[src/cci_pkg.sv]
// Package: shared widths, constants and transaction types for the channel index block.
`timescale 1ns / 1ps
package cci_pkg;

	localparam int PERIOD_W = 7;
	localparam int PRICE_W  = 32;
	localparam int SUM_W    = 39;
	localparam int DEV_W    = 46;
	localparam int DEN_W    = 48;
	localparam int PROD_W   = 54;
	localparam int FRAC_W   = 16;
	localparam int NUM_W    = PROD_W + FRAC_W;
	localparam int SCALE_W  = 15;

	// 1 / 0.015 = 200 / 3
	localparam int K_SCALE  = 200;
	localparam int TYP_DIV  = 3;

	// divide by three on 18-bit chunks: q = (y * DIV3_M) >> DIV3_SH
	localparam int DIV3_W   = 18;
	localparam int DIV3_SH  = 20;
	localparam int DIV3_M   = ((1 << DIV3_SH) + 2) / TYP_DIV;
	localparam int DIV3_PW  = 2 * DIV3_W + 2;

	typedef struct packed {
		logic [PRICE_W-1:0] high_price;
		logic [PRICE_W-1:0] low_price;
		logic [PRICE_W-1:0] close_price;
		logic               restart;
	} bar_t;

	typedef struct packed {
		logic signed [31:0] cci_value;
		logic               flat_window;
		logic               saturated;
	} cci_t;

endpackage

[src/cci_cell.sv]
// One window slot: holds a typical price and passes it to the next slot.
`timescale 1ns / 1ps
`default_nettype none
module cci_cell (
	input  wire logic                        clk,
	input  wire logic                        en,
	input  wire logic [cci_pkg::PRICE_W-1:0] d,
	output logic      [cci_pkg::PRICE_W-1:0] q
);
	import cci_pkg::*;

	logic [PRICE_W-1:0] val_q;

	// load from neighbor on every advance
	always_ff @(posedge clk) begin
		if (en) begin
			val_q <= d;
		end
	end

	assign q = val_q;

endmodule
`default_nettype wire

[src/cci_ring.sv]
// Chain of window cells: insert a new price at the head or rotate the tail back in.
`timescale 1ns / 1ps
`default_nettype none
module cci_ring #(
	parameter int DEPTH = 64
) (
	input  wire logic                        clk,
	input  wire logic                        en,
	input  wire logic                        load_new,
	input  wire logic [cci_pkg::PRICE_W-1:0] new_val,
	output logic      [cci_pkg::PRICE_W-1:0] tail
);
	import cci_pkg::*;

	logic [PRICE_W-1:0] link [DEPTH+1];

	// head takes the new price or the recirculated tail
	assign link[0] = load_new ? new_val : link[DEPTH];

	for (genvar i = 0; i < DEPTH; i++) begin : g_cell
		cci_cell u_cell (
			.clk (clk),
			.en  (en),
			.d   (link[i]),
			.q   (link[i+1])
		);
	end

	assign tail = link[DEPTH];

endmodule
`default_nettype wire

[config.mk]
export PLATFORM = sky130hd
export DESIGN_NAME = cci_ring
export DESIGN_NICKNAME = d
export VERILOG_FILES = /design/src/cci_pkg.sv /design/src/cci_cell.sv /design/src/cci_ring.sv
export SDC_FILE = /design/constraint.sdc
export NUM_CORES = 1
export LEC_CHECK = 0
export ABC_AREA = 1
export BUFFER_PORTS_ARGS = -buffer_cell sky130_fd_sc_hd__buf_2
export CAP_MARGIN = 20
export CORE_MARGIN = 4
export CORE_UTILIZATION = 28
export DETAILED_ROUTE_END_ITERATION = 8
export SETUP_SLACK_MARGIN = 0.05
export SLEW_MARGIN = 40
export SYNTH_ARGS = -nofsm -noshare
export SYNTH_HDL_FRONTEND = slang
export SYNTH_SLANG_ARGS = --single-unit
[constraint.sdc]
create_clock -name clk -period 1.9 [get_ports clk]
set_input_delay 0.19 -clock clk [delete_from_list [all_inputs] [get_ports clk]]
set_output_delay 0.19 -clock clk [all_outputs]
set_load 0.005 [all_outputs]
==> results.toml, run 1 <==
[floorplanning]
rows = 172
initial_core_util = 0.282
core_area_um2 = 220000
io_pins = 67
die_w_um = 479
design.die.area_um2 = 229000
die_h_um = 479

[worst_setup_path]
crit_path_top_delay_cell = "edfxtp_1"
cp_top_family = "flip-flops"
r2r-start = "g_cell[63].u_cell.q[7]"
worst_r2r_endpoint = "g_cell[0].u_cell.q[7]"
path_max_fanout = 2
ff2ff_setup_slack_ps = 1060
cp.required_ps = 1710
crit_start = "g_cell[63].u_cell.q[2]"
worst_setup_path_start_kind = "flop"
crit_chain = "buf_2"
worstPathArrival_ps = 1400
rr_worst_depth = 2
critical_path_class = "reg2out"
critPathCaptureType = "output port"
critPathMaxStageDelay_ps = 420
path_buf_inv = 1

[timing]
period_minus_slack_ps = 1590
hold_viol = 0
finalCritPeriodShare = 0.835
grt_setup_unrepaired = "no"
final.setup_skew_ps = 42.4
setup-tns-final_ps = 0
setup_viol = 0
maxSlewViolCount = 0
timing.fmax_mhz = 630
relSlewSlack = 0.632
tightest_slew_ps = 552

[outcome]
outcome = "finished, final reports clean"

[detailed_routing]
drc = 0
vias = 20827
routed_via_density = 3.70
firstDrtPassIters = 5
dr.first_iter.drc_count = 1794
routed_wirelength_um = 79400
avgRoutedWirePerCell_um = 14.1
drtAntennaViolNets = 0

[finish]
largest_reg_flops = 2048
drive_gt1_frac = 0.156
multiInputGateArea_um2 = 385
nets = 2547
ff_latch_area_um2 = 61500
area_growth_syn_to_layout_pct = 18.5
nFillCells = 20306

[logic_synthesis]
synth_top_family_by_area = "simple AND/OR/NAND/NOR gates"
syn-cell-area_um2 = 62000
synthAdderAreaFrac = 0
ys_seq_area_frac = 0.992
yosysTopAreaCell = "edfxtp_1"
ys_ff_latch = 2048
synth_nets = 2187
synth-edff-count = 2048
synth_area_leaders = "edfxtp_1 (99%), nand2_1 (0.52%), nand2_2 (0.10%)"
synth_common_cells = "edfxtp_1 (2,048), nand2_1 (86), nand2_2 (10), buf_6 (3), clkbuf_8 (3)"
syn_area_per_cell_um2 = 28.8
synth_compound_area_frac = 0
yosysMostFrequentCell = "edfxtp_1"
yosysTopAreaCellShare = 0.992
synth-simple-area-share = 0.00622
synth.area.mux_share = 0
synth_cells = 2152
synth.distinct_cells = 7
synthXorXnorAreaFrac = 0
yosys_warnings = 0
synth-main-ff-cell = "edfxtp_1"
async_flop_share = 0

[power_and_ir_drop]
p_int_mw = 74.1
power_switching_mw = 17.7
p_leak_nw = 24.3
p_sw_frac = 0.193
pwr-share-clk = 0.405
powerDensity_nw_per_um2 = 1250
combPwrFrac = 0.014
pwr-share-seq = 0.581
ir_worst_vdd_uv = 832
power_mw = 91.8

[grt]
grt_pass1_wl_um = 124000
grt-ovfl-total = 0
grt_pass1_vias = 21108
grt_start_max_net_pins = 108
track_usage = 0.0677
antenna_found_initial = 2

[clock_network]
cts_setup_buffers = 0
cts_max_level = 4
clock-sinks = 2048
ctsHoldBuffers = 33
cts_tree = "yes"
clk_path_buf_depth = 3
path_clk_slew_ps = 60
numCtsBuffers = 189
cts_resized = 0
clock_latency_ps = 790
cts-root-buf = "clkbuf_16"

[worst_hold_path]
min_to = "g_cell[0].u_cell.q[0]"
hp-class = "in2reg"
hold-path-cell-count = 4
hp-start = "load_new"

[job]
cap_violations = 0

[placed_design]
dp_hpwl_um = 36900
gp_congestion = 0.741
io_buffers = 66
[power by group through the flow]
stage / clock, mW / combinational, mW / sequential (mW)
6_report: 37.2 / 1.26 / 53.4
5_1_grt: 40.7 / 1.39 / 53.6
4_1_cts: 38.7 / 1.29 / 53.4
3_5_place_dp: 0 / 1.25 / 54.3
3_3_place_gp: 0 / 1.21 / 54.3
2_1_floorplan: 0 / 0.0841 / 53.9
[cell usage in the layout (no fill, tap or decap)]
| cell type | count |
|---|---|
| diode_2 | 1 |
| clkinv_16 | 6 |
| inv_6 | 4 |
| buf_4 | 44 |
| nand2_2 | 10 |
| clkinv_1 | 45 |
| clkinv_2 | 31 |
| clkinv_4 | 4 |
| buf_2 | 65 |
| dlygate4sd3_1 | 33 |
| nand2_1 | 86 |
| bufinv_16 | 18 |
| clkbuf_16 | 193 |
| edfxtp_1 | 2048 |
| clkbuf_1 | 41 |
| inv_16 | 2 |
| inv_8 | 4 |
| clkinvlp_4 | 3 |
| buf_12 | 34 |
[layout make-up]
type                       count  share of cell area
clock buffer                 234              0.0678
timing repair buffer         176              0.0227
inverter                       1            0.000153
sequential                  2048               0.837
antenna                        1           0.0000341
multi-input combinational     96             0.00525
tap                         2958              0.0504
clock inverter               116              0.0165
[metal layers]
| layer | GRT usage | share of wire |
|---|---|---|
| met2 | 0.0949 | 0.43 |
| met3 | 0.0176 | 0.042 |
| met5 | 0 | 0 |
| met1 | 0.0983 | 0.49 |
| met4 | 0.0312 | 0.034 |
[how the worst max path moves through the flow]
stage,endpoint,cells past startpoint
final,tail[2],1
after global routing,tail[27],1
after CTS,tail[27],1
after detailed placement,g_cell[0].u_cell.q[10],3
after global placement,g_cell[0].u_cell.q[10],3
after floorplan,g_cell[0].u_cell.q[0],5
[logic make-up (layout without fill, tap and decap cells)]
group | Yosys count | after routing
DFF | 2048 | 2048
buffers and inverters | 8 | 527
and+or+nand+nor | 96 | 96
other | 0 | 1
[stage by stage]
| step | utilization | area, µm² | hold slack [ps] | setup slack (ps) | instances |
|---|---|---|---|---|---|
| floorplan | - | 62000 | 302 | 1090 | 2152 |
| global placement | 0.304 | 66900 | 400 | 471 | 5246 |
| detailed placement | 0.304 | 66900 | 405 | 461 | 5246 |
| CTS | 0.334 | 73500 | 68.4 | 209 | 5629 |
| global route | 0.334 | 73500 | 91.4 | 211 | 5630 |
| finish | 0.334 | 73500 | 99.7 | 314 | 5630 |
Power figures use the tool's default switching activity.
==> run 2, diff against run 1 <==
- clock period: 1.9 -> 1.45 ns (I/O delays scaled with it)
==> run 2 against run 1 <==
Against the previous run:
- the flow now finishes with violations (negative setup slack)
- sequential share of layout area shrank 1.2 points
- routed wire length grew 2.5%
- critical path depth is the same
- clock-buffer cell count grew 3
- flip-flop and latch count is the same
- largest cell class unchanged
==> results.toml, run 2 (synthesis gave the netlist of run 1 again) <==
[grt]
grt-ovfl-total = 0
antenna_found_initial = 2
grt_start_max_net_pins = 89
grt_pass1_vias = 21741
grt_pass1_wl_um = 127000
track_usage = 0.0699

[clock_network]
clock-sinks = 2048
clock_latency_ps = 790
numCtsBuffers = 188
cts-root-buf = "clkbuf_16"
cts_resized = 0
path_clk_slew_ps = 70
cts_tree = "yes"
cts_max_level = 4
clk_path_buf_depth = 3

[finish]
final_common_cell = "edfxtp_1"
nets = 2666
area_growth_syn_to_layout_pct = 20.2
largest_reg_flops = 2048
most-common-layout-cells = "edfxtp_1 (2,048), clkbuf_16 (194), buf_4 (108)"
drive_gt1_frac = 0.178
final_core_util = 0.339

[detailed_routing]
wl_met2_um = 35800
avgRoutedWirePerCell_um = 14.2
highest_layer = "met4"
drtAntennaViolNets = 0
firstDrtPassIters = 5
routed_wirelength_um = 81400
routed_via_density = 3.69
met3_wirelength_um = 3340
wl_met1_um = 39600
vias = 21215
drc = 0
dr.first_iter.drc_count = 1965

[timing]
hold_viol = 0
relSlewSlack = 0.710
finalCritPeriodShare = 1.09
maxSlewViolCount = 0
setup_viol = 32
tightest_slew_ps = 436
setup_slack_ps = -135
period_minus_slack_ps = 1590
final.setup_skew_ps = 41.6
grt_setup_unrepaired = "yes"
timing.fmax_mhz = 631

[placed_design]
gp_congestion = 0.745
io_buffers = 66
dp_hpwl_um = 39100

[worst_setup_path]
worst_setup_path_start_kind = "flop"
path_depth = 1
critPathMaxStageDelay_ps = 480
critical_path_class = "reg2out"
path_buf_inv = 1
cp.required_ps = 1310
critPathCaptureType = "output port"
cp_top_family = "flip-flops"
path_max_fanout = 2
crit_path_top_delay_cell = "edfxtp_1"
crit_chain = "buf_2"
worstPathArrival_ps = 1440
rr_worst_depth = 4

[power_and_ir_drop]
power_mw = 119
ir_worst_vdd_uv = 1110
p_leak_nw = 24.8
powerDensity_nw_per_um2 = 1600

[worst_hold_path]
hp-class = "in2reg"
hold-path-cell-count = 4

[floorplanning]
die_h_um = 479
design.die.area_um2 = 229000
initial_core_util = 0.282
rows = 172
io_pins = 67
die_w_um = 479
core_area_um2 = 220000

[job]
cap_violations = 0

[outcome]
outcome = "complete, but fails checks"
failed_checks = "negative setup slack"
-- run 2: area by class of cell --
class                   instances  area, µm²
inverters                       1       11.3
repair buffers                296       2940
diodes                          2       5.00
multi-input cells              96        385
well taps                    2958       3700
flip-flops and latches       2048      61500
fillers                     20184     145000
clock buffers                 237       5020
clock inverters               108        963
-- run 2: repair_timing --
action	in CTS	in global routing
endpoints found under the hold margin	326	0
hold buffers	68	0
endpoints found under the setup margin	32	34
setup buffers	23	10
-- run 2: per-layer routing --
| layer | GRT usage | up-vias |
|---|---|---|
| met5 | 0 | - |
| met4 | 0.0318 | 0 |
| met3 | 0.0181 | 201 |
| met2 | 0.0993 | 333 |
| met1 | 0.101 | 10971 |
| li1 | - | 9710 |
-- run 2: tightest hold or removal path, stage by stage --
cell           delay (ps)
buf_2                 190
nand2_1                80
dlygate4sd3_1         530
nand2_1                50
-- run 2: stage by stage --
step / setup WS [ps] / area [µm²] / hold WS [ps] / TNS, ps / cells
floorplan: 687 / 62000 / 257 / 0 / 2152
global placement: 124 / 67600 / 401 / 0 / 5300
detailed placement: 117 / 67600 / 405 / 0 / 5300
finish: -135 / 74500 / 379 / -2150 / 5746
global route: -236 / 74500 / 321 / -5040 / 5745
CTS: -241 / 74500 / 265 / -5190 / 5736
-- run 2: worst paths after layout --
check,startpoint,slack (ps),end
worst max-delay path,g_cell[63].u_cell.q[25],-140,tail[25]
worst min-delay path,load_new,380,g_cell[0].u_cell.q[22]
worst max register to register,g_cell[63].u_cell.q[25],320,g_cell[0].u_cell.q[25]
worst min register to register,g_cell[20].u_cell.q[5],380,g_cell[21].u_cell.q[5]
-- run 2: power by group --
part	switching, mW	leakage, nW	internal (mW)	total (mW)
sequential	1.03	20.1	68.9	69.9
clock	20.6	2.89	26.7	47.3
combinational	1.31	1.83	0.706	2.02
total	22.9	24.8	96.3	119
==> run 3, diff against run 2 <==
- CELL_PAD_IN_SITES_DETAIL_PLACEMENT: default -> 1
- CELL_PAD_IN_SITES_GLOBAL_PLACEMENT: default -> 2
- PLACE_DENSITY_LB_ADDON: default -> 0.1
==> run 3 against run 2 <==
Against the previous run:
- the flow still finishes with violations (negative setup slack)
- highest routed layer unchanged
- final cell count up 0.40%
- sequential share of layout area is 0.45 points lower
- flip-flop and latch count is the same
- clock-buffer cell count rose by 41
- first-iteration DRC count fell by 19%
- register-to-register slack better by 90 ps
- sequential power about the same
- largest power group unchanged
- die area unchanged
- critical path depth unchanged
- critical path type unchanged
- via count rose by 1.0%
==> results.toml, run 3 (synthesis gave the netlist of run 1 again) <==
[outcome]
outcome = "complete, but fails checks"
failed_checks = "negative setup slack"

[worst_setup_path]
path_buf_inv = 1
cp_top_family = "flip-flops"
worstPathArrival_ps = 1440
crit_chain = "buf_2"
path_max_fanout = 2
r2r-start = "g_cell[63].u_cell.q[2]"
critPathCaptureType = "output port"
rr_worst_depth = 4
critPathMaxStageDelay_ps = 470
crit_start = "g_cell[63].u_cell.q[1]"
critical_path_class = "reg2out"
cp.required_ps = 1310
ff2ff_setup_slack_ps = 410
path_depth = 1
worst_r2r_endpoint = "g_cell[0].u_cell.q[2]"
cp-endpoint = "tail[1]"
crit_path_top_delay_cell = "edfxtp_1"
worst_setup_path_start_kind = "flop"

[clock_network]
path_clk_slew_ps = 60
cts-root-buf = "clkbuf_16"
clock_latency_ps = 800
clock-sinks = 2048
cts_max_level = 4
clk_path_buf_depth = 3
cts_tree = "yes"
numCtsBuffers = 219

[finish]
finalInstanceArea_um2 = 74900
instances_no_fill = 5769
nets = 2654
nFillCells = 21023
most-common-layout-cells = "edfxtp_1 (2,048), clkbuf_16 (222), buf_4 (98)"
final_common_cell = "edfxtp_1"
multiInputGateArea_um2 = 385
ff_latch_area_um2 = 61500
largest_reg_flops = 2048
area_growth_syn_to_layout_pct = 20.9
drive_gt1_frac = 0.187

[power_and_ir_drop]
pwr-share-clk = 0.423
ir_worst_vdd_uv = 939
p_int_mw = 100
p_sw_frac = 0.197
powerDensity_nw_per_um2 = 1660
pwr-share-seq = 0.561
power_switching_mw = 24.5
combPwrFrac = 0.016
p_leak_nw = 25.1

[worst_hold_path]
hp-class = "in2reg"

[timing]
relSlewSlack = 0.650
setup_slack_ps = -133
timing.fmax_mhz = 632
hold_viol = 0
finalCritPeriodShare = 1.09
tightest_slew_ps = 526
period_minus_slack_ps = 1580
grt_setup_unrepaired = "yes"
final.setup_skew_ps = 20.3
setup_viol = 32
maxSlewViolCount = 0

[placed_design]
place_area_um2 = 67300
dp_hpwl_um = 41900
placed_cells = 5278
io_buffers = 66
gp_congestion = 0.657

[floorplanning]
io_pins = 67
design.die.area_um2 = 229000
initial_core_util = 0.282
die_w_um = 479
core_area_um2 = 220000
rows = 172
die_h_um = 479

[grt]
grt-ovfl-total = 0
grt_pass1_vias = 22733
antenna_found_initial = 5
track_usage = 0.0757
grt_pass1_wl_um = 137000
grt_start_max_net_pins = 97

[detailed_routing]
dr.first_iter.drc_count = 1583
drc = 0
avgRoutedWirePerCell_um = 15.4
drtAntennaViolNets = 0
routed_wirelength_um = 88600
routed_via_density = 3.71
firstDrtPassIters = 4
vias = 21428

[job]
cap_violations = 0
-- run 3: cell types whose count changed in the layout (fill, tap and decap cells not counted), moves of 5 or more --
cell	previous run	this run
buf_6	0	5
clkbuf_16	194	222
buf_2	65	59
clkbuf_1	43	56
buf_4	108	98
dlygate4sd3_1	66	43
clkinv_2	27	50
buf_12	57	48
-- run 3: final cells by class --
class,count,area share
inverter,1,0.000150
tap,2958,0.0494
clock buffer,278,0.0770
clock inverter,133,0.0144
sequential,2048,0.821
multi-input combinational,96,0.00514
antenna,2,0.0000668
timing repair buffer,253,0.0331
-- run 3: how the worst min path moves through the flow --
stage / startpoint / to / slack [ps] / depth (start not counted)
after floorplan: en / g_cell[0].u_cell.q[0] / 260 / 0
after global placement: g_cell[43].u_cell.q[16] / g_cell[44].u_cell.q[16] / 400 / 0
after detailed placement: g_cell[15].u_cell.q[11] / g_cell[16].u_cell.q[11] / 410 / 0
after CTS: new_val[10] / g_cell[0].u_cell.q[10] / 60 / 4
after global routing: new_val[5] / g_cell[0].u_cell.q[5] / 100 / 4
final: new_val[10] / g_cell[0].u_cell.q[10] / 150 / 4
-- run 3: power groups by stage --
stage	Sequential, mW	Clock (mW)	Combinational (mW)
floorplan	70.6	0	0.110
global placement	71.2	0	1.75
detailed placement	71.1	0	1.88
CTS	70.0	55.4	2.03
global route	70.2	58.1	2.18
finish	69.9	52.6	1.97
-- run 3: layer usage --
metal / GRT usage / part of all wire / vias up / routed length [µm]
li1: - / - / 9710 / -
met1: 0.107 / 0.49 / 11184 / 43300
met2: 0.108 / 0.43 / 319 / 38400
met3: 0.0227 / 0.047 / 215 / 4130
met4: 0.0317 / 0.031 / 0 / 2770
met5: 0 / 0 / - / 0
-- run 3: timing repair --
item,in CTS,in global routing
endpoints found under the hold margin,450,0
gates cloned,0,0
setup endpoints to repair,32,32
hold buffers,43,0
gates resized for setup,8,3
buffers inserted,24,11
-- run 3: stage by stage --
stage | power [mW] | TNS [ps] | setup WS [ps] | hold WS (ps) | utilization
2_1_floorplan | 70.7 | 0 | 687 | 257 | -
3_3_place_gp | 72.9 | 0 | 57.4 | 400 | 0.306
3_5_place_dp | 73.0 | 0 | 29.3 | 405 | 0.306
4_1_cts | 127 | -5380 | -247 | 60.3 | 0.340
5_1_grt | 130 | -5140 | -236 | 103 | 0.341
6_report | 124 | -1480 | -133 | 149 | 0.341
