[src/cci_pkg.sv]
// Package: shared widths, constants and transaction types for the channel index block.
`timescale 1ns / 1ps
package cci_pkg;

	localparam int PERIOD_W = 7;
	localparam int PRICE_W  = 32;
	localparam int SUM_W    = 39;
	localparam int DEV_W    = 46;
	localparam int DEN_W    = 48;
	localparam int PROD_W   = 54;
	localparam int FRAC_W   = 16;
	localparam int NUM_W    = PROD_W + FRAC_W;
	localparam int SCALE_W  = 15;

	// 1 / 0.015 = 200 / 3
	localparam int K_SCALE  = 200;
	localparam int TYP_DIV  = 3;

	// divide by three on 18-bit chunks: q = (y * DIV3_M) >> DIV3_SH
	localparam int DIV3_W   = 18;
	localparam int DIV3_SH  = 20;
	localparam int DIV3_M   = ((1 << DIV3_SH) + 2) / TYP_DIV;
	localparam int DIV3_PW  = 2 * DIV3_W + 2;

	typedef struct packed {
		logic [PRICE_W-1:0] high_price;
		logic [PRICE_W-1:0] low_price;
		logic [PRICE_W-1:0] close_price;
		logic               restart;
	} bar_t;

	typedef struct packed {
		logic signed [31:0] cci_value;
		logic               flat_window;
		logic               saturated;
	} cci_t;

endpackage

[src/cci_div.sv]
// Restoring divider, one quotient bit per cycle, rounded to nearest at the end.
`timescale 1ns / 1ps
`default_nettype none
module cci_div (
	input  wire logic                      clk,
	input  wire logic                      arst_n,
	input  wire logic                      go,
	input  wire logic [cci_pkg::NUM_W-1:0] num,
	input  wire logic [cci_pkg::DEN_W-1:0] den,
	output logic                           done,
	output logic      [cci_pkg::NUM_W:0]   quo
);
	import cci_pkg::*;

	localparam int CW = $clog2(NUM_W + 1);

	logic            busy_q;
	logic            done_q;
	logic [CW-1:0]   cnt_q;
	logic [NUM_W-1:0] n_q;
	logic [NUM_W-1:0] q_q;
	logic [DEN_W-1:0] d_q;
	logic [DEN_W-1:0] r_q;
	logic [DEN_W:0]   r_sh;
	logic             ge;

	// trial subtract
	assign r_sh = {r_q, n_q[NUM_W-1]};
	assign ge   = r_sh >= {1'b0, d_q};

	// step control
	always_ff @(posedge clk or negedge arst_n) begin
		if (!arst_n) begin
			busy_q <= 1'b0;
			done_q <= 1'b0;
			cnt_q  <= '0;
		end else begin
			done_q <= 1'b0;
			if (go) begin
				busy_q <= 1'b1;
				cnt_q  <= CW'(NUM_W);
			end else if (busy_q) begin
				cnt_q <= cnt_q - 1'b1;
				if (cnt_q == CW'(1)) begin
					busy_q <= 1'b0;
					done_q <= 1'b1;
				end
			end
		end
	end

	// datapath
	always_ff @(posedge clk) begin
		if (go) begin
			n_q <= num;
			d_q <= den;
			r_q <= '0;
			q_q <= '0;
		end else if (busy_q) begin
			n_q <= n_q << 1;
			r_q <= ge ? DEN_W'(r_sh - {1'b0, d_q}) : DEN_W'(r_sh);
			q_q <= {q_q[NUM_W-2:0], ge};
		end
	end

	// round half up on the final remainder
	assign quo  = {1'b0, q_q} + (NUM_W+1)'({r_q, 1'b0} >= {1'b0, d_q});
	assign done = done_q;

endmodule
`default_nettype wire

[config.mk]
export PLATFORM = sky130hd
export DESIGN_NAME = cci_div
export DESIGN_NICKNAME = d
export VERILOG_FILES = /design/src/cci_pkg.sv /design/src/cci_div.sv
export SDC_FILE = /design/constraint.sdc
export NUM_CORES = 1
export LEC_CHECK = 0
export ABC_AREA = 1
export BUFFER_PORTS_ARGS = -buffer_cell sky130_fd_sc_hd__buf_2
export CORE_UTILIZATION = 54
export DETAILED_ROUTE_END_ITERATION = 16
export PLACE_DENSITY = 0.86
export SLEW_MARGIN = 20
export SYNTH_ARGS = -nofsm -noshare
export SYNTH_HDL_FRONTEND = slang
export SYNTH_SLANG_ARGS = --single-unit
[constraint.sdc]
create_clock -name clk -period 4.86 [get_ports clk]
set_input_delay 0.972 -clock clk [delete_from_list [all_inputs] [get_ports clk]]
set_output_delay 0.972 -clock clk [all_outputs]
set_load 0.01 [all_outputs]
==> metrics.md, run 1 <==
| Metric | Value |
|---|---|
| Post-Syn Nets | 2,458 |
| Ys flop type | edfxtp_1 |
| Met2 routed WL | 23,070 µm |
| Vias in the first global route | 14,840 |
| CP most frequent cell | buf_4 |
| Final Util | 70.37% |
| Netlist cell types | 45 |
| Post-synthesis cell count | 2,284 |
| Placed wire-length estimate | 33,350 µm |
| Storage cell area | 6132 µm² |
| Worst slew margin | 28.92% |
| Number of flops mapped to enable cells by yosys | 118 |
| Worst Path Max Fanout | 6 |
| Most frequent cells in the layout | 757 x nand2_1, 397 x inv_1, 191 x buf_2 |
| Placed cells | 2,815 |
| Largest net degree at the start of global routing | 98 |
| YS warnings | 0 |
| Ports | 193 |
| Maxcap violations | 0 |
| Hold Violations, Final | 0 |
| PortBufs | 192 |
| Power per cell area | 460.8 nW/µm² |
| Clk_lat worst skew | 0.56 ns |
| Core area | 28,700 µm² |
| Starting Density | 54.86% |
| Clock root cell | clkbuf_16 |
| First-pass DRT Iterations | 6 |
| GP Congestion | 0.9994 |
| Filler instances | 2,258 |
| Register area share after synthesis | 38.93% |
| Kind of end point of the critical path | register |
| Peak per-stage delay on the critical path | 0.34 ns |
| # setup viols final | 66 |
| Die Area | 29,850 µm² |
| DR iter-0 viols | 1,538 |
| Yosys reg bits | 245 |
| XOR/XNOR share of the synthesized area | 5.061% |
| Violated checks | negative setup slack |
| DIE WIDTH | 172.8 µm |
| Share of layout cells above drive strength 1 | 23.98% |
| CP Class | register to register |
| Routed Antenna Nets | 0 |
| CP arrival | 5.48 ns |
| Status | complete, but fails checks |
| Post-Synth Simple-Gate Area | 34.81% |
| Worst Max-Slew Pin Slew | 1.065 ns |
| Final total power | 0.009307 W |
| F_max | 197.1 MHz |
| Met3 wire length | 3926 µm |
| Setup slack after layout | -0.2137 ns |
| CTS tree | built |
| Most common cell after layout, fill and taps aside | nand2_1 |
| Synthesized cell area | 15,750 µm² |
| TritonCTS Buffers | 28 |
| Mux share of post-synthesis cell area | 0% |
| CTS Sinks | 245 |
| Maximum root-to-sink buffer count | 3 |
| Async SR Flop Fraction | 3.673% |
| Syn Area/Cell | 6.895 µm² |
| HP Class | primary input to asynchronous set/reset pin |
| Compound-cell area share of the yosys netlist | 4.966% |
| H-tree level count | 1 |
| Worst IR drop on VDD | 0.3389 mV |
| Total grt overflow | 0 |
| Routed met1 length | 20,760 µm |
| Syn-to-layout area delta | 28.26% |
| WP data required | 5.27 ns |
| Post-route DRC violation count | 0 |
| Pleak | 10.09 nW |
| Total track usage | 31.11% |
| Final hold slack | 0.2613 ns |
| Reg clk slew, reported paths | 0.06 ns |
| Worst setup SP type | register |
| Largest family of logic cells by synthesized area | simple AND/OR/NAND/NOR gates |
| Total wire length | 49,930 µm |
| Minimum clock period | 5.074 ns |
| # rows | 62 |
| Synth Area in Adders | 4.259% |
| Chip height | 172.8 µm |
| Hold buffers post-CTS | 0 |
| Fin cells | 2,972 |
| Area of the multi-input gates | 9145 µm² |
| Initial antenna violation count | 3 |
| Wire length per cell | 16.80 µm |
| Global-route wire length before repair | 75,890 µm |
| Via count | 16,140 |
| Setup_tns | -7.785 ns |
| Crit path max-delay cell type | edfxtp_1 |
| Pins Over Slew Limit | 0 |
| Period Utilization, post-route | 104.4% |
| Skew final | 0.02052 ns |
| Vias per cell | 5.431 |
| Highest metal used | met4 |
| Nets | 2,738 |
| Unrepaired setup endpoints after global routing | true |
routing by layer:
| layer | vias up | GRT usage (%) |
|---|---|---|
| met4 | 0 | 11.25 |
| met2 | 801 | 51.31 |
| met5 | - | 0 |
| met3 | 168 | 3.716 |
| met1 | 7488 | 42.12 |
| li1 | 7683 | - |
per-stage QoR:
step / instance area (µm²) / setup WS [ns]
final: 20200 / -0.2137
after global routing: 20200 / -0.3594
after CTS: 19290 / -0.005087
after detailed placement: 17020 / 0.06367
after global placement: 17020 / 0.08458
after floorplan: 15750 / 0.8530
flip-flops by register name, indices dropped and copies added (netlist names):
register and cells:
r_q 48, q_q 70, busy_q 1, cnt_q 7, n_q 70, done 1
d_q 48
cell type report:
type | instances | share of cell area, %
diodes | 3 | 0.03717
clock buffers | 38 | 3.958
clock inverters | 13 | 0.7681
inverters | 427 | 7.985
multi-input cells | 1559 | 45.28
flip-flops and latches | 245 | 30.36
well taps | 384 | 2.379
repair buffers | 303 | 9.236
repair_timing:
| action | CTS | global route |
|---|---|---|
| pin swaps | 30 | 79 |
| setup buffers | 75 | 29 |
| cloned | 0 | 6 |
| endpoints found under the setup margin | 36 | 81 |
| resized for setup | 112 | 152 |
critical path: cells and delay by family, from the launching register on:
family / cells / cell delay, ns
DFF: 1 / 0.34
buffers and inverters: 27 / 3.16
adders and majority gates: 1 / 0.29
AOI/OAI and AO/OA: 2 / 0.33
and+or+nand+nor: 7 / 0.80
worst paths after layout:
path	from	end	slack, ns	depth (start not counted)
setup / recovery	d_q[39]	r_q[7]	-0.21	37
hold / removal	arst_n	cnt_q[5]	0.26	1
setup reg to reg	d_q[39]	r_q[7]	-0.21	37
hold reg to reg	r_q[3]	r_q[3]	0.49	2
max in group asynchronous	arst_n	busy_q	4.40	1
min in group clk	r_q[3]	r_q[3]	0.49	2
report_power, final:
part | total (W) | switching (W) | internal [W]
clock network | 0.00217 | 0.000864 | 0.00131
logic | 0.00439 | 0.00274 | 0.00164
registers | 0.00275 | 0.000288 | 0.00246
synth_stat cells (4+ instances only):
cell | count | share of area [%]
nor2_1 | 180 | 4.3
nand3_2 | 12 | 0.76
nor2_4 | 6 | 0.43
o22ai_1 | 69 | 2.7
ha_1 | 52 | 4.1
nor3_2 | 7 | 0.44
o21bai_1 | 5 | 0.24
inv_1 | 412 | 9.8
nand3_1 | 154 | 4.9
xor2_1 | 90 | 5.0
buf_1 | 5 | 0.12
o21ai_0 | 7 | 0.22
a21oi_1 | 35 | 1.1
inv_2 | 10 | 0.24
dfrtp_1 | 9 | 1.4
o21ai_1 | 7 | 0.22
dfxtp_1 | 118 | 15
edfxtp_1 | 118 | 23
nor2_2 | 11 | 0.44
buf_2 | 4 | 0.13
clkinv_1 | 5 | 0.12
clkbuf_1 | 41 | 0.98
nand2_2 | 9 | 0.36
nor3_1 | 45 | 1.4
nand4_1 | 25 | 0.99
o211ai_1 | 5 | 0.24
nand2_1 | 801 | 19
nor4_1 | 10 | 0.40
buf_6 | 6 | 0.43
cell families (layout without fill, tap and decap cells):
group	after synthesis	in the layout
DFF	245	245
and+or+nand+nor	1277	1283
AOI/OAI and AO/OA	132	132
xor gates and xnor gates	91	91
adders and majority gates	53	53
buffers and inverters	486	781
other	0	3
(Power assumes the default switching activity.)
==> run 2: changes to the inputs <==
--- a/config.mk
+++ b/config.mk
@@ -7,6 +7,7 @@
 export LEC_CHECK = 0
 export ABC_AREA = 1
 export BUFFER_PORTS_ARGS = -buffer_cell sky130_fd_sc_hd__buf_2
+export CORE_ASPECT_RATIO = 1.4
 export CORE_UTILIZATION = 54
 export DETAILED_ROUTE_END_ITERATION = 16
 export PLACE_DENSITY = 0.86
==> constraint.sdc (replaced) <==
create_clock -name clk -period 4.8 [get_ports clk]
set_input_delay 0.96 -clock clk [delete_from_list [all_inputs] [get_ports clk]]
set_output_delay 0.96 -clock clk [all_outputs]
set_load 0.01 [all_outputs]
==> run 2 against run 1 <==
  * The flow still finishes with violations (negative setup slack)
  * Clock-buffer cell count down 4
  * Sequential power hardly changed
  * Wire length is 1.1% lower
  * Critical path depth down 13
  * Sequential share of layout area up 0.51 points
  * Worst setup slack gained 0.097 ns
  * Clock power down 4%
  * Non-clock buffer count down 8
  * Combinational power about the same
  * Via count is 2.1% lower
  * Critical path type is now register to output pin
==> metrics.md, run 2 (synthesized netlist as in run 1, its figures left out) <==
| Metric | Value |
|---|---|
| Largest regs | n_q (70), q_q (70) |
| DR iter-0 viols | 1,378 (-10%) |
| Total grt overflow | 0 (unchanged) |
| Vias per cell | 5.360 (-1.3%) |
| Worst Max-Slew Pin Slew | 1.047 ns (-0.01794 ns) |
| Worst Path Max Fanout | 3 (-3) |
| Core area | 28,500 µm² (-0.71%) |
| Pins Over Slew Limit | 0 (unchanged) |
| Hold Violations, Final | 0 (unchanged) |
| Maximum root-to-sink buffer count | 3 (unchanged) |
| Power per cell area | 464.2 nW/µm² (+0.75%) |
| Crit path max-delay cell type | edfxtp_1 |
| Share of layout cells above drive strength 1 | 22.05% (-1.9 points) |
| # setup viols final | 11 (-83%) |
| Routed Antenna Nets | 0 (unchanged) |
| Violated checks | negative setup slack |
| CP most frequent cell | nor2_4 |
| Peak per-stage delay on the critical path | 0.34 ns (about the same) |
| Buf+Inv Stages, Crit Path | 5 (-81%) |
| Design area | 19,870 µm² (-1.6%) |
| WP data required | 3.84 ns (-1.43 ns) |
| Wire length per cell | 16.76 µm (-0.27%) |
| Reg clk slew, reported paths | 0.06 ns (about the same) |
| Post-route DRC violation count | 0 (unchanged) |
| Setup slack after layout | -0.1172 ns (+0.09653 ns) |
| Filler instances | 2,278 (+0.89%) |
| Status | complete, but fails checks |
| N_diodes | 0 (-3) |
| Syn-to-layout area delta | 26.16% |
| F_max | 203.4 MHz |
| Most frequent cells in the layout | 756 x nand2_1, 400 x inv_1, 191 x buf_2 |
| CP Class | register to output pin |
| DIE WIDTH | 146.3 µm (-15%) |
| Worst IR drop on VDD | 0.3272 mV (-3.4%) |
| Unrepaired setup endpoints after global routing | true |
| Clk_lat worst skew | 0.56 ns (about the same) |
| R2R Setup Slk | 0.02 ns (+0.23 ns) |
| Nets | 2,727 (-0.40%) |
| Worst slew margin | 30.22% (+1.3 points) |
| Placed wire-length estimate | 34,030 µm (+2.0%) |
| CTS Sinks | 245 (unchanged) |
| Hold buffers post-CTS | 0 (unchanged) |
| PortBufs | 192 (unchanged) |
| Ports | 193 (unchanged) |
| Worst setup SP type | register |
| CP arrival | 3.96 ns (-1.52 ns) |
| Initial antenna violation count | 0 (-3) |
| HP Class | primary input to asynchronous set/reset pin |
| Worst path cell trace | inv_2 > ha_4 > nand2_4 > nor2_4 > inv_2 > nor2_4 > inv_2 > nor3_2 > nand2_2 > and2_4 > nand2_4 > ha_4 > ha_4 > nand3_4 > inv_4 > nand3_4 > nor2_4 > nand4_4 > nor3_4 > nand2_2 > nor2_4 > nand2_2 > xor2_1 > buf_2 |
| # rows | 73 (+18%) |
| Clock root cell | clkbuf_16 |
| Largest net degree at the start of global routing | 76 (-22%) |
| Maxcap violations | 0 (unchanged) |
| Final hold slack | 0.2423 ns (-0.01898 ns) |
| Chip height | 204.1 µm (+18%) |
| First-pass DRT Iterations | 5 (-1) |
| Vias in the first global route | 15,130 (+1.9%) |
| Via count | 15,800 (-2.1%) |
| H-tree level count | 1 (unchanged) |
| Top delay family on crit path | simple AND/OR/NAND/NOR gates |
| Most common cell after layout, fill and taps aside | nand2_1 |
| Pleak | 9.903 nW (-1.8%) |
| Period Utilization, post-route | 102.4% |
| GP Congestion | 1.037 (+3.8%) |
| Global-route wire length before repair | 74,580 µm (-1.7%) |
| TritonCTS Buffers | 25 (-11%) |
| Placed cell area | 17,010 µm² (about the same) |
| Skew final | 0.01407 ns (-0.006455 ns) |
| Total wire length | 49,380 µm (-1.1%) |
| Die Area | 29,860 µm² (about the same) |
| Minimum clock period | 4.917 ns |
| CTS tree | built |
| Kind of end point of the critical path | output pin |
| Starting Density | 55.26% (+0.40 points) |
| Total track usage | 31.19% (+0.080 points) |
-- run 2: cell types whose count changed in the layout (fill, tap and decap cells not counted), sizes merged --
cell,previous run,this run
clkbuf,38,34
clkinv,11,9
clkinvlp,1,3
inv,425,424
buf,303,295
diode,3,0
-- run 2: final cells by class --
| type | count | area, µm² | share of cell area (%) |
|---|---|---|---|
| tap | 375 | 469.2 | 2.362 |
| sequential | 245 | 6133 | 30.87 |
| multi-input combinational | 1559 | 8959 | 45.09 |
| clock buffer | 34 | 710.7 | 3.577 |
| timing repair buffer | 295 | 1812 | 9.119 |
| inverter | 427 | 1619 | 8.149 |
| clock inverter | 12 | 165.2 | 0.8313 |
-- run 2: path summary, 6_finish.rpt --
path                       startpoint  endpoint  cells after the start
max                           d_q[38]   quo[62]                     24
min                            arst_n  cnt_q[0]                      1
max reg2reg                   d_q[38]   r_q[43]                     37
min reg2reg                    r_q[1]    r_q[1]                      2
max in group asynchronous      arst_n    busy_q                      1
min in group clk               r_q[1]    r_q[1]                      2
-- run 2: metrics by stage --
step | setup WS (ns) | util (%) | TNS (ns) | std cells | power [W]
final | -0.1172 | 69.72 | -0.5892 | 2947 | 0.009224
after CTS | -0.06206 | 67.40 | -0.1446 | 2912 | 0.008671
after global placement | -0.005830 | 59.69 | -0.005830 | 2805 | 0.005931
after global routing | -0.2612 | 69.72 | -3.355 | 2947 | 0.009751
after floorplan | 0.8050 | - | 0 | 2284 | 0.005211
after detailed placement | -0.02805 | 59.69 | -0.02805 | 2805 | 0.006003
-- run 2: power breakdown --
group          internal, W  switching, W  leakage (nW)  total (W)
Clock              0.00121      0.000874         0.421    0.00209
Combinational      0.00166       0.00270          7.18    0.00437
Sequential         0.00249      0.000277          2.30    0.00277
-- run 2: layer usage --
metal  track usage (%)  part of all wire, %  wire length [µm]  vias up
li1                  -                    -                 -     7660
met1             34.47                   36             18020     7238
met2             58.21                   51             25070      683
met3             3.504                  6.5              3222      214
met4             16.63                  6.2              3069        0
met5                 0                    0                 0        -
-- run 2: worst reg2reg max path, delay by kind of cell, from the launching register on --
kind / cells / cell delay (ns)
buffers and inverters: 25 / 2.91
and+or+nand+nor: 11 / 1.10
DFF: 1 / 0.34
adders and majority gates: 1 / 0.28
-- run 2: what timing repair did --
action | 4_1_cts | 5_1_grt
hold endpoints to repair | 0 | 0
endpoints found under the setup margin | 39 | 80
pin swaps | 53 | 45
setup buffers | 61 | 33
gates resized for setup | 144 | 80
gates cloned | 0 | 6
==> run 3: changes to the inputs <==
--- a/config.mk
+++ b/config.mk
@@ -9,8 +9,9 @@
 export BUFFER_PORTS_ARGS = -buffer_cell sky130_fd_sc_hd__buf_2
 export CORE_ASPECT_RATIO = 1.4
 export CORE_UTILIZATION = 54
+export CTS_BUF_LIST = sky130_fd_sc_hd__clkbuf_8
 export DETAILED_ROUTE_END_ITERATION = 16
-export PLACE_DENSITY = 0.86
+export PLACE_DENSITY = 0.76
 export SLEW_MARGIN = 20
 export SYNTH_ARGS = -nofsm -noshare
 export SYNTH_HDL_FRONTEND = slang
==> run 3 against run 2 <==
  * The flow still finishes with violations (negative setup slack)
  * Wire length is 2.8% lower
  * Cell count up 2.0%
  * First-iteration DRC count fell by 32%
  * Sequential cell count unchanged
  * Power is 0.14% higher
  * Critical endpoint is now quo[48]
==> metrics.md, run 3 (synthesized netlist as in run 1, its figures left out) <==
| Metric | Value |
|---|---|
| Clock power share | 20.6% (-2.0 points) |
| Maxcap violations | 0 (unchanged) |
| Switching Share | 41.99% (+0.18 points) |
| Critical R2R Capture | r_q[37] |
| Total wire length | 48,000 µm (-2.8%) |
| CP arrival | 3.95 ns (about the same) |
| Post-route DRC violation count | 0 (unchanged) |
| Fin cells | 3,007 (+2.0%) |
| # setup viols final | 18 (+7) |
| Core area | 28,500 µm² (unchanged) |
| Setup_tns | -1.042 ns (-0.4530 ns) |
| Largest regs | n_q (70), q_q (70) |
| PortBufs | 192 (unchanged) |
| HP Class | primary input to asynchronous set/reset pin |
| Hold Violations, Final | 0 (unchanged) |
| Starting Density | 55.26% (unchanged) |
| Wire length per cell | 15.96 µm (-4.7%) |
| Syn-to-layout area delta | 27.92% |
| Final hold slack | 0.2266 ns (-0.01572 ns) |
| R2R Setup Slk | -0.03 ns (-0.05 ns) |
| Unrepaired setup endpoints after global routing | true |
| Vias in the first global route | 15,690 (+3.7%) |
| Total grt overflow | 0 (unchanged) |
| Violated checks | negative setup slack |
| H-tree level count | 2 (+1) |
| GP Congestion | 1.023 (-1.4%) |
| # rows | 73 (unchanged) |
| Placed wire-length estimate | 33,570 µm (-1.3%) |
| CTS tree | built |
| Worst Max-Slew Pin Slew | 1.029 ns (-0.01722 ns) |
| Grt met3 use | 5.156% (+1.7 points) |
| N_diodes | 0 (unchanged) |
| Area of the multi-input gates | 9010 µm² (+0.57%) |
| Seq pwr share | 29.9% (about the same) |
| Most common cell after layout, fill and taps aside | nand2_1 |
| Storage cell area | 6132 µm² (about the same) |
| Total track usage | 31.19% (about the same) |
| Worst IR drop on VDD | 0.3131 mV (-4.3%) |
| Nets | 2,776 (+1.8%) |
| Clk_lat worst skew | 0.57 ns (about the same) |
| Via count | 15,870 (+0.49%) |
| Worst setup SP type | register |
| Filler instances | 2,394 (+5.1%) |
| Layer with the highest usage | met2 |
| CTS Sinks | 245 (unchanged) |
| Psw | 0.003878 W (+0.58%) |
| Pleak | 10.16 nW (+2.6%) |
| Setup slack after layout | -0.1118 ns (+0.005439 ns) |
| Largest net degree at the start of global routing | 94 (+24%) |
| First-pass DRT Iterations | 7 (+2) |
| Placed cells | 2,808 (+0.11%) |
| TritonCTS Buffers | 40 (+60%) |
| Worst Path Max Fanout | 4 (+1) |
| F_max | 203.6 MHz (+0.11%) |
| Ports | 193 (unchanged) |
| Origin of the critical flop-to-flop path | d_q[22] |
| Vias per cell | 5.279 (-1.5%) |
| DIE WIDTH | 146.3 µm (unchanged) |
| DR iter-0 viols | 935 (-32%) |
| Power per cell area | 458.5 nW/µm² (-1.2%) |
| Global-route wire length before repair | 74,660 µm (+0.11%) |
| Skew final | 0.01308 ns (-0.0009838 ns) |
| Maximum root-to-sink buffer count | 3 (unchanged) |
| Kind of end point of the critical path | output pin |
| Routed Antenna Nets | 0 (unchanged) |
| Comb power frac | 49.5% (+2.1 points) |
| Hold buffers post-CTS | 0 (unchanged) |
| WP data required | 3.84 ns (about the same) |
| Pins Over Slew Limit | 0 (unchanged) |
| Die Area | 29,860 µm² (unchanged) |
| Met2 Use GR | 57.64% (-0.58 points) |
| Status | complete, but fails checks |
| Reg clk slew, reported paths | 0.06 ns (about the same) |
| Minimum clock period | 4.912 ns (-0.005439 ns) |
| Share of layout cells above drive strength 1 | 23.59% (+1.5 points) |
| Reg2reg path depth | 40 (+8.1%) |
| Most frequent cells in the layout | 755 x nand2_1, 407 x inv_1, 190 x buf_2 |
| Worst setup path startpoint | d_q[33] |
| Chip height | 204.1 µm (unchanged) |
| Met1 usage in global routing | 33.46% (-1.0 points) |
| Clock root cell | clkbuf_8 |
| Period Utilization, post-route | 102.3% (-0.11 points) |
| Initial antenna violation count | 0 (unchanged) |
| Worst slew margin | 31.37% (+1.1 points) |
| CP Class | register to output pin |
| Pint | 0.005358 W (-0.18%) |
-- run 3: changes by cell type in the layout (fill, tap and decap cells not counted), moves of 5 or more --
cell       delta
buf_4        +34
clkbuf_1      -5
clkbuf_16    -26
clkbuf_8     +46
inv_1         +7
inv_2        +10
nand2_2       -5
nand2_4       +6
nand3_1       +6
nand3_2       -6
-- run 3: metal layers --
layer	vias up	wire length, µm
li1	7769	-
met1	7352	18070
met2	568	24400
met3	184	2734
met4	0	2793
met5	-	0
-- run 3: stage by stage --
step | util, % | setup WS, ns | instance area [µm²] | power, W
floorplan | - | 0.8050 | 15750 | 0.005211
global placement | 59.77 | 0.01432 | 17030 | 0.005981
detailed placement | 59.77 | -0.04204 | 17030 | 0.006035
CTS | 68.42 | -0.03467 | 19500 | 0.008737
global route | 70.69 | -0.3100 | 20140 | 0.009839
finish | 70.69 | -0.1118 | 20140 | 0.009236
-- run 3: worst max-delay path by stage --
stage / endpoint / slack [ns] / depth (start not counted)
6_report: quo[48] / -0.11 / 25
4_1_cts: quo[62] / -0.03 / 24
3_3_place_gp: quo[62] / 0.01 / 23
2_1_floorplan: quo[44] / 0.81 / 24
3_5_place_dp: quo[62] / -0.04 / 23
5_1_grt: quo[44] / -0.31 / 25
-- run 3: critical path, stage by stage (launching register included) --
cell and delay [ns]:
edfxtp_1 0.32, inv_1 0.07, ha_4 0.30, nand2_4 0.05
inv_2 0.07, nand2_4 0.07, nor2_4 0.13, inv_2 0.05
nor3_2 0.20, nand2_2 0.09, and2_4 0.16, nand2_4 0.08
ha_4 0.16, ha_4 0.14, nand3_4 0.10, inv_4 0.11
nand2_4 0.07, inv_4 0.07, nand3_4 0.07, nor3_4 0.22
nand2_2 0.10, nor2_4 0.19, nand3_4 0.14, nor2_2 0.12
xor2_1 0.14, buf_2 0.15
-- run 3: cell type report --
cell class                 instances  share of cell area [%]
multi-input combinational       1559                   44.73
clock buffer                      49                   3.348
sequential                       245                   30.44
inverter                         427                   8.037
timing repair buffer             329                   10.29
tap                              375                   2.329
clock inverter                    23                  0.8261
-- run 3: timing repair --
action | 4_1_cts | 5_1_grt
pin swaps | 44 | 59
setup buffers | 97 | 29
gates resized for setup | 155 | 87
cloned | 0 | 6
setup endpoints to repair | 44 | 82
-- run 3: power groups by stage --
| stage | sequential, W | clock, W | combinational [W] |
|---|---|---|---|
| floorplan | 0.00266 | 0 | 0.00255 |
| global placement | 0.00270 | 0 | 0.00329 |
| detailed placement | 0.00271 | 0 | 0.00332 |
| CTS | 0.00274 | 0.00195 | 0.00405 |
| global route | 0.00280 | 0.00203 | 0.00501 |
| finish | 0.00276 | 0.00190 | 0.00457 |
